### src/rtl/isb_pkg.sv
// Shared types and constants for the indexed sequence buffer.
// Used by isb_cell and indexed_sequence_buffer; depends on nothing.
package isb_pkg;

    localparam int DATA_W = 32;
    localparam int POS_W  = 7;
    localparam int MODE_W = 2;
    localparam int STAT_W = 2;

    localparam logic [MODE_W-1:0] MODE_INSERT = 2'd0;
    localparam logic [MODE_W-1:0] MODE_DELETE = 2'd1;
    localparam logic [MODE_W-1:0] MODE_READ   = 2'd2;

    localparam logic [STAT_W-1:0] ST_DONE  = 2'd0;
    localparam logic [STAT_W-1:0] ST_RANGE = 2'd1;
    localparam logic [STAT_W-1:0] ST_FULL  = 2'd2;

    // Command broadcast to every cell of the chain.
    typedef struct packed {
        logic                     exec;
        logic                     ins;
        logic                     del;
        logic                     rd;
        logic [POS_W-1:0]         pos;
        logic signed [DATA_W-1:0] value;
    } cell_ctrl_t;

endpackage

### src/rtl/isb_cell.sv
// One storage cell of the sequence chain: holds one item and shifts it
// to or from its neighbors on insert and delete. Depends on isb_pkg.
module isb_cell
    import isb_pkg::*;
#(
    parameter int INDEX    = 0,
    parameter int CAPACITY = 64
) (
    input  logic                     aclk,
    input  cell_ctrl_t               ctrl,
    input  logic signed [DATA_W-1:0] left_data,
    input  logic signed [DATA_W-1:0] right_data,
    output logic signed [DATA_W-1:0] data_out,
    output logic signed [DATA_W-1:0] rd_out
);

    localparam int IW    = $clog2(CAPACITY + 1);
    localparam int CMP_W = (IW > POS_W) ? IW : POS_W;

    logic signed [DATA_W-1:0] data_reg;
    logic signed [DATA_W-1:0] data_next;
    logic signed [DATA_W-1:0] rd_reg;
    logic [CMP_W-1:0]         pos_ext;
    logic [CMP_W-1:0]         idx;

    assign pos_ext = CMP_W'(ctrl.pos);
    assign idx     = CMP_W'(INDEX);

    always_comb begin
        data_next = data_reg;
        if (ctrl.exec && ctrl.ins) begin
            if (idx == pos_ext) begin
                data_next = ctrl.value;
            end else if (idx > pos_ext) begin
                data_next = left_data;
            end
        end else if (ctrl.exec && ctrl.del) begin
            // Cells at and above the removed one pull from the right.
            if (idx >= pos_ext) begin
                data_next = right_data;
            end
        end
    end

    always_ff @(posedge aclk) begin
        data_reg <= data_next;
        if (ctrl.exec) begin
            rd_reg <= (ctrl.rd && idx == pos_ext) ? data_reg : '0;
        end
    end

    assign data_out = data_reg;
    assign rd_out   = rd_reg;

endmodule
### config.mk
export PLATFORM = sky130hd
export DESIGN_NAME = isb_cell
export DESIGN_NICKNAME = d
export VERILOG_FILES = /design/src/rtl/isb_pkg.sv /design/src/rtl/isb_cell.sv
export SDC_FILE = /design/constraint.sdc
export NUM_CORES = 1
export LEC_CHECK = 0
export ABC_AREA = 0
export BUFFER_PORTS_ARGS = -buffer_cell sky130_fd_sc_hd__buf_2
export CELL_PAD_IN_SITES_DETAIL_PLACEMENT = 0
export CELL_PAD_IN_SITES_GLOBAL_PLACEMENT = 1
export CORE_MARGIN = 3
export CORE_UTILIZATION = 35
export DETAILED_ROUTE_END_ITERATION = 8
export PLACE_DENSITY_LB_ADDON = 0.1
export SLEW_MARGIN = 20
export SYNTH_ARGS = -nofsm -noshare
export SYNTH_HDL_FRONTEND = slang
export SYNTH_SLANG_ARGS = --single-unit
### constraint.sdc
create_clock -name aclk -period 8.4 [get_ports aclk]
set_clock_uncertainty 0.05 [all_clocks]
set_input_delay 1.68 -clock aclk [delete_from_list [all_inputs] [get_ports aclk]]
set_output_delay 1.68 -clock aclk [all_outputs]
set_load 0.005 [all_outputs]
Word-level counts from Yosys, hierarchy flattened
Index checks and enable logic that the tools add are counted.
- word-level logic and storage cells: 17
- input port bits: 108
- flip-flop bits (word level): 64
- order comparisons: 2
- mux-type cells: 5
- equal/unequal tests: 1
- reductions and logical operators: 7
- operators with widths (cell ; number):
    $mux 32 ; 5
    $ge 1x7->1 const A ; 1
    $gt 1x7->1 const A ; 1
    $logic_not 7->1 ; 1
    $reduce_bool 2->1 ; 2
    $logic_and 1x1->1 ; 3
    $ne 3x1->1 const B ; 1
    $reduce_and 3->1 ; 1

Logic depth before layout (Yosys ltp)
- depth after elaboration: 4
- mapped depth: 5

Worst setup path before layout
No wires, ideal clock.
- kind: input to register
- from: input port ctrl[36] (netlist bit)
- to: register data_reg[0], in the netlist data_out[0] (enable)
- arrival time: 4.721 ns
- data required time: 7.889 ns
- path slack: 3.168 ns
- cell stages on the path: 4
- path through: or4_4 -> buf_6 -> buf_6 -> nor3_1
- word-level cells in the longest chain between the ends: 3
- elaborated cells on any way between the ends: 6
- classes of those cells: order compare (2); eq/ne (1); reduce/logical (3)
- ends and longest elaborated chain (item ; line ; RTL):
    start: declaration ; isb_cell.sv:10 ; input cell_ctrl_t ctrl,
    $gt 1x7->1 (tied with other cells) ; isb_cell.sv:34 ; end else if (idx > pos_ext) begin
    $ne 3x1->1 (no line) or $reduce_bool 2->1 (tied branches) ; -- ;
    $reduce_and 3->1 (no line) * ; -- ;
    end signal: assignment ; isb_cell.sv:46 ; data_reg <= data_next;
    end: declaration ; isb_cell.sv:20 ; logic signed [DATA_W-1:0] data_reg;
Mark *: on every way between the ends. The rest lies on a longest branch, timed or not.
A chain may end at the register's enable or synchronous reset.

Worst setup path after layout
- from: input port ctrl[42] (netlist bit)
- to: register data_reg[26], in the netlist data_out[26], data pin
- word-level cells in the longest chain between the ends: 2
- ends and longest elaborated chain (item ; line ; RTL):
    $logic_and 1x1->1 ; isb_cell.sv:31 ; if (ctrl.exec && ctrl.ins) begin
    $mux 32 ; isb_cell.sv:31 ;
    named net data_next[26] ; isb_cell.sv:21 ; logic signed [DATA_W-1:0] data_next;
The timed path passes the listed nets, and every way through them passes these cells.

==> key figures <==
Run status
  – Status: complete, no violations

Global routing
  – First-pass GRT wire length: 13740 um
  – Vias in the first global route: 2587
  – Largest net degree at the start of global routing: 48
  – Overflow after GRT: 0
  – Tot GR Track Use: 18.56%
  – Initial antenna violation count: 1

STA
  – Slew headroom: 42.79%
  – Pins over their slew limit: 0
  – Period utilization: 39.93%
  – Final hold slack: 0.5277 ns
  – Crit path time final: 3.354 ns
  – Worst Tran Pin Value: 0.8582 ns
  – Final Hold Fails: 0
  – TNS Setup: 0 ns
  – Highest clock rate: 298.2 MHz
  – RSZ-0062 raised after global routing: false
  – Final setup viols: 0

Hold path
  – Cell count of the worst hold path: 1
  – Min-Delay Path Class: reg2reg
  – Hold path endpoint: rd_out[3]$_SDFFCE_PN0P_
  – Hold Crit Start: data_out[3]$_DFFE_PP_

Power
  – Clock share of power: 36.9%
  – Flop pwr share: 52.9%
  – Design Power: 0.6763 mW
  – Switching part of the total: 22.51%
  – Combinational power share: 10.1%
  – Lkg Pwr: 1.862 nW
  – PwrDens: 166.7 mW/mm2
  – VDD IR max: 0.05485 mV
  – Int Pwr: 0.5240 mW
  – Switching power: 0.1523 mW

Final layout
  – Final Cell Area: 0.004058 mm2
  – NumNets Final: 527
  – Layout cells sized above 1: 46.23%
  – Layout area overhead: 35.58%
  – Antenna fix cells: 0
  – Fillers: 823
  – Core Util, Final: 49.14%

Synth
  – Yosys reg bits: 64
  – Most common cell in the netlist: edfxtp_1
  – Cell area after synthesis: 0.002993 mm2
  – Synth area leaders: edfxtp_1 64%, a31oi_1 6.7%, and3_1 6.3%, o21ai_0 5.5%, nor2_1 4.0%
  – Synth area leader: edfxtp_1
  – Commonest cells post-synth: 64 x edfxtp_1, 33 x o21ai_0, 32 x a31oi_1, 32 x nor2_1, 30 x and3_1
  – EDFF count, synth: 64
  – Sequential share of the synthesized area: 64.21%
  – Synth top area share: 64.21%
  – Post-synth ARST share: 0%
  – Synth warnings: 0
  – Post-Syn Instances: 259
  – Synth Flop Type: edfxtp_1
  – Syn_nets: 367
  – Library cells used by synthesis: 18
  – Avg Cell Area, Syn: 11.56 um2

Clock tree
  – H-tree depth: 3
  – CTS tree: built
  – Setup repair bufs after CTS: 0
  – Post-CTS sizing: 0
  – Worst-path clk slew: 0.07 ns
  – Worst skew pair latency: 0.33 ns
  – Post-CTS Hold Buffers: 0
  – Root Driver: clkbuf_8
  – Num Clock Sinks: 64
  – Clock buffer depth: 2
  – Cts bufs inserted: 9

Critical path
  – Worst Setup Path Type: in2reg
  – Largest delay share family, worst path: simple AND/OR/NAND/NOR gates
  – R2R setup slack: 7.50 ns
  – Slowest CP cell: and2_2
  – CP max stage delay: 0.86 ns
  – CP Data Arrival Time: 3.34 ns
  – Crit start category: input port
  – CP Cell Sequence: buf_2 -> and2_2 -> a31oi_1
  – FF-to-FF path depth: 1
  – Critical R2R Launch: data_out[4]$_DFFE_PP_
  – R2r endpoint: rd_out[4]$_SDFFCE_PN0P_
  – Worst EP required: 8.38 ns
  – Crit end category: register
  – Buf/Inv on CP: 1
  – CP Max Fanout: 47

Floorplanning
  – Initial Util: 36.24%
  – Die Ht: 98.47 um
  – FP Rows: 33
  – Core area: 0.008258 mm2
  – Die W: 98.47 um
  – I/O pins: 172
  – Die ar.: 0.009696 mm2

Drt
  – DRT Wirelength: 9132 um
  – DRC violation total after the first TritonRoute iteration: 133
  – Via count: 2726
  – First-pass iteration count of the detailed router: 4
  – Vias per Instance: 5.153
  – Wire per inst: 17.26 um
  – DRC: 0
  – Final ANT Viol Nets: 0

Placement
  – PortBufs: 171
  – GPL Wtd Cong: 0.7903
  – Cell Area, Placed: 0.003877 mm2

Job
  – Count of max-cap constraint violations: 0
state kept, by name, summed over array words and instances (netlist names):
| register | cells |
|---|---|
| rd_out | 32 |
| data_out | 32 |
area by class of cell:
type / instances / area, um2 / share of cell area (%)
Sequential cell: 64 / 1922 / 47.36
Clock buffer: 12 / 135.1 / 3.330
Tap cell: 105 / 131.4 / 3.238
Multi-Input combinational cell: 169 / 938.4 / 23.13
Clock inverter: 4 / 45.04 / 1.110
Timing Repair Buffer: 175 / 885.9 / 21.83
power groups by stage:
| stage | combinational (mW) | sequential, mW | clock (mW) |
|---|---|---|---|
| final | 0.0685 | 0.358 | 0.250 |
| after floorplan | 0.0279 | 0.366 | 0 |
| after global placement | 0.0682 | 0.365 | 0 |
| after CTS | 0.0692 | 0.358 | 0.256 |
| after detailed placement | 0.0689 | 0.365 | 0 |
| after global routing | 0.0765 | 0.358 | 0.268 |
routing by layer:
metal | vias up | routed length [um] | global-route usage (%) | part of all wire, %
li1 | 1308 | - | - | -
met1 | 1246 | 3650 | 23.64 | 40
met2 | 154 | 4255 | 29.02 | 47
met3 | 16 | 1042 | 6.157 | 11
met4 | 2 | 176 | 7.983 | 1.9
met5 | - | 7 | 0 | 0.077
worst max path at each step:
stage | endpoint | slack (ns) | start | depth (start not counted)
floorplan | data_out[0]$_DFFE_PP_ | 3.17 | ctrl[36] | 4
global placement | data_out[18]$_DFFE_PP_ | 4.75 | ctrl[42] | 3
detailed placement | data_out[26]$_DFFE_PP_ | 4.67 | ctrl[42] | 3
CTS | data_out[26]$_DFFE_PP_ | 5.04 | ctrl[42] | 3
global route | data_out[20]$_DFFE_PP_ | 4.88 | ctrl[42] | 4
finish | data_out[26]$_DFFE_PP_ | 5.05 | ctrl[42] | 3
cell families (layout without fill, tap and decap cells):
logic type | Yosys count | in the layout | synth area share (%)
buffers and inverters | 26 | 191 | 5.100
flip-flops | 64 | 64 | 64.21
AND/OR/NAND/NOR | 87 | 87 | 15.64
AO/OA/AOI/OAI | 82 | 82 | 15.05
stage by stage:
| step | instances | setup WS [ns] |
|---|---|---|
| 2_1_floorplan | 259 | 3.168 |
| 3_3_place_gp | 513 | 4.748 |
| 3_5_place_dp | 513 | 4.669 |
| 4_1_cts | 529 | 5.038 |
| 5_1_grt | 529 | 4.876 |
| 6_report | 529 | 5.046 |
placed cells by master, fill, tap and decap left out:
cell type    n
or3_1        1
o21ai_0     33
a21oi_1     17
nor2_1      32
and3_2       2
nor4_4       1
bufinv_16    1
edfxtp_1    64
buf_2      171
clkinv_2     3
clkbuf_8     9
or4_4        1
a31oi_1     32
and3_1      30
nor3_2       2
buf_4        4
and2_2       1
nand3_1     15
clkbuf_1     3
nand2_1      1
nor2_8       1
(Power assumes the default switching activity.)
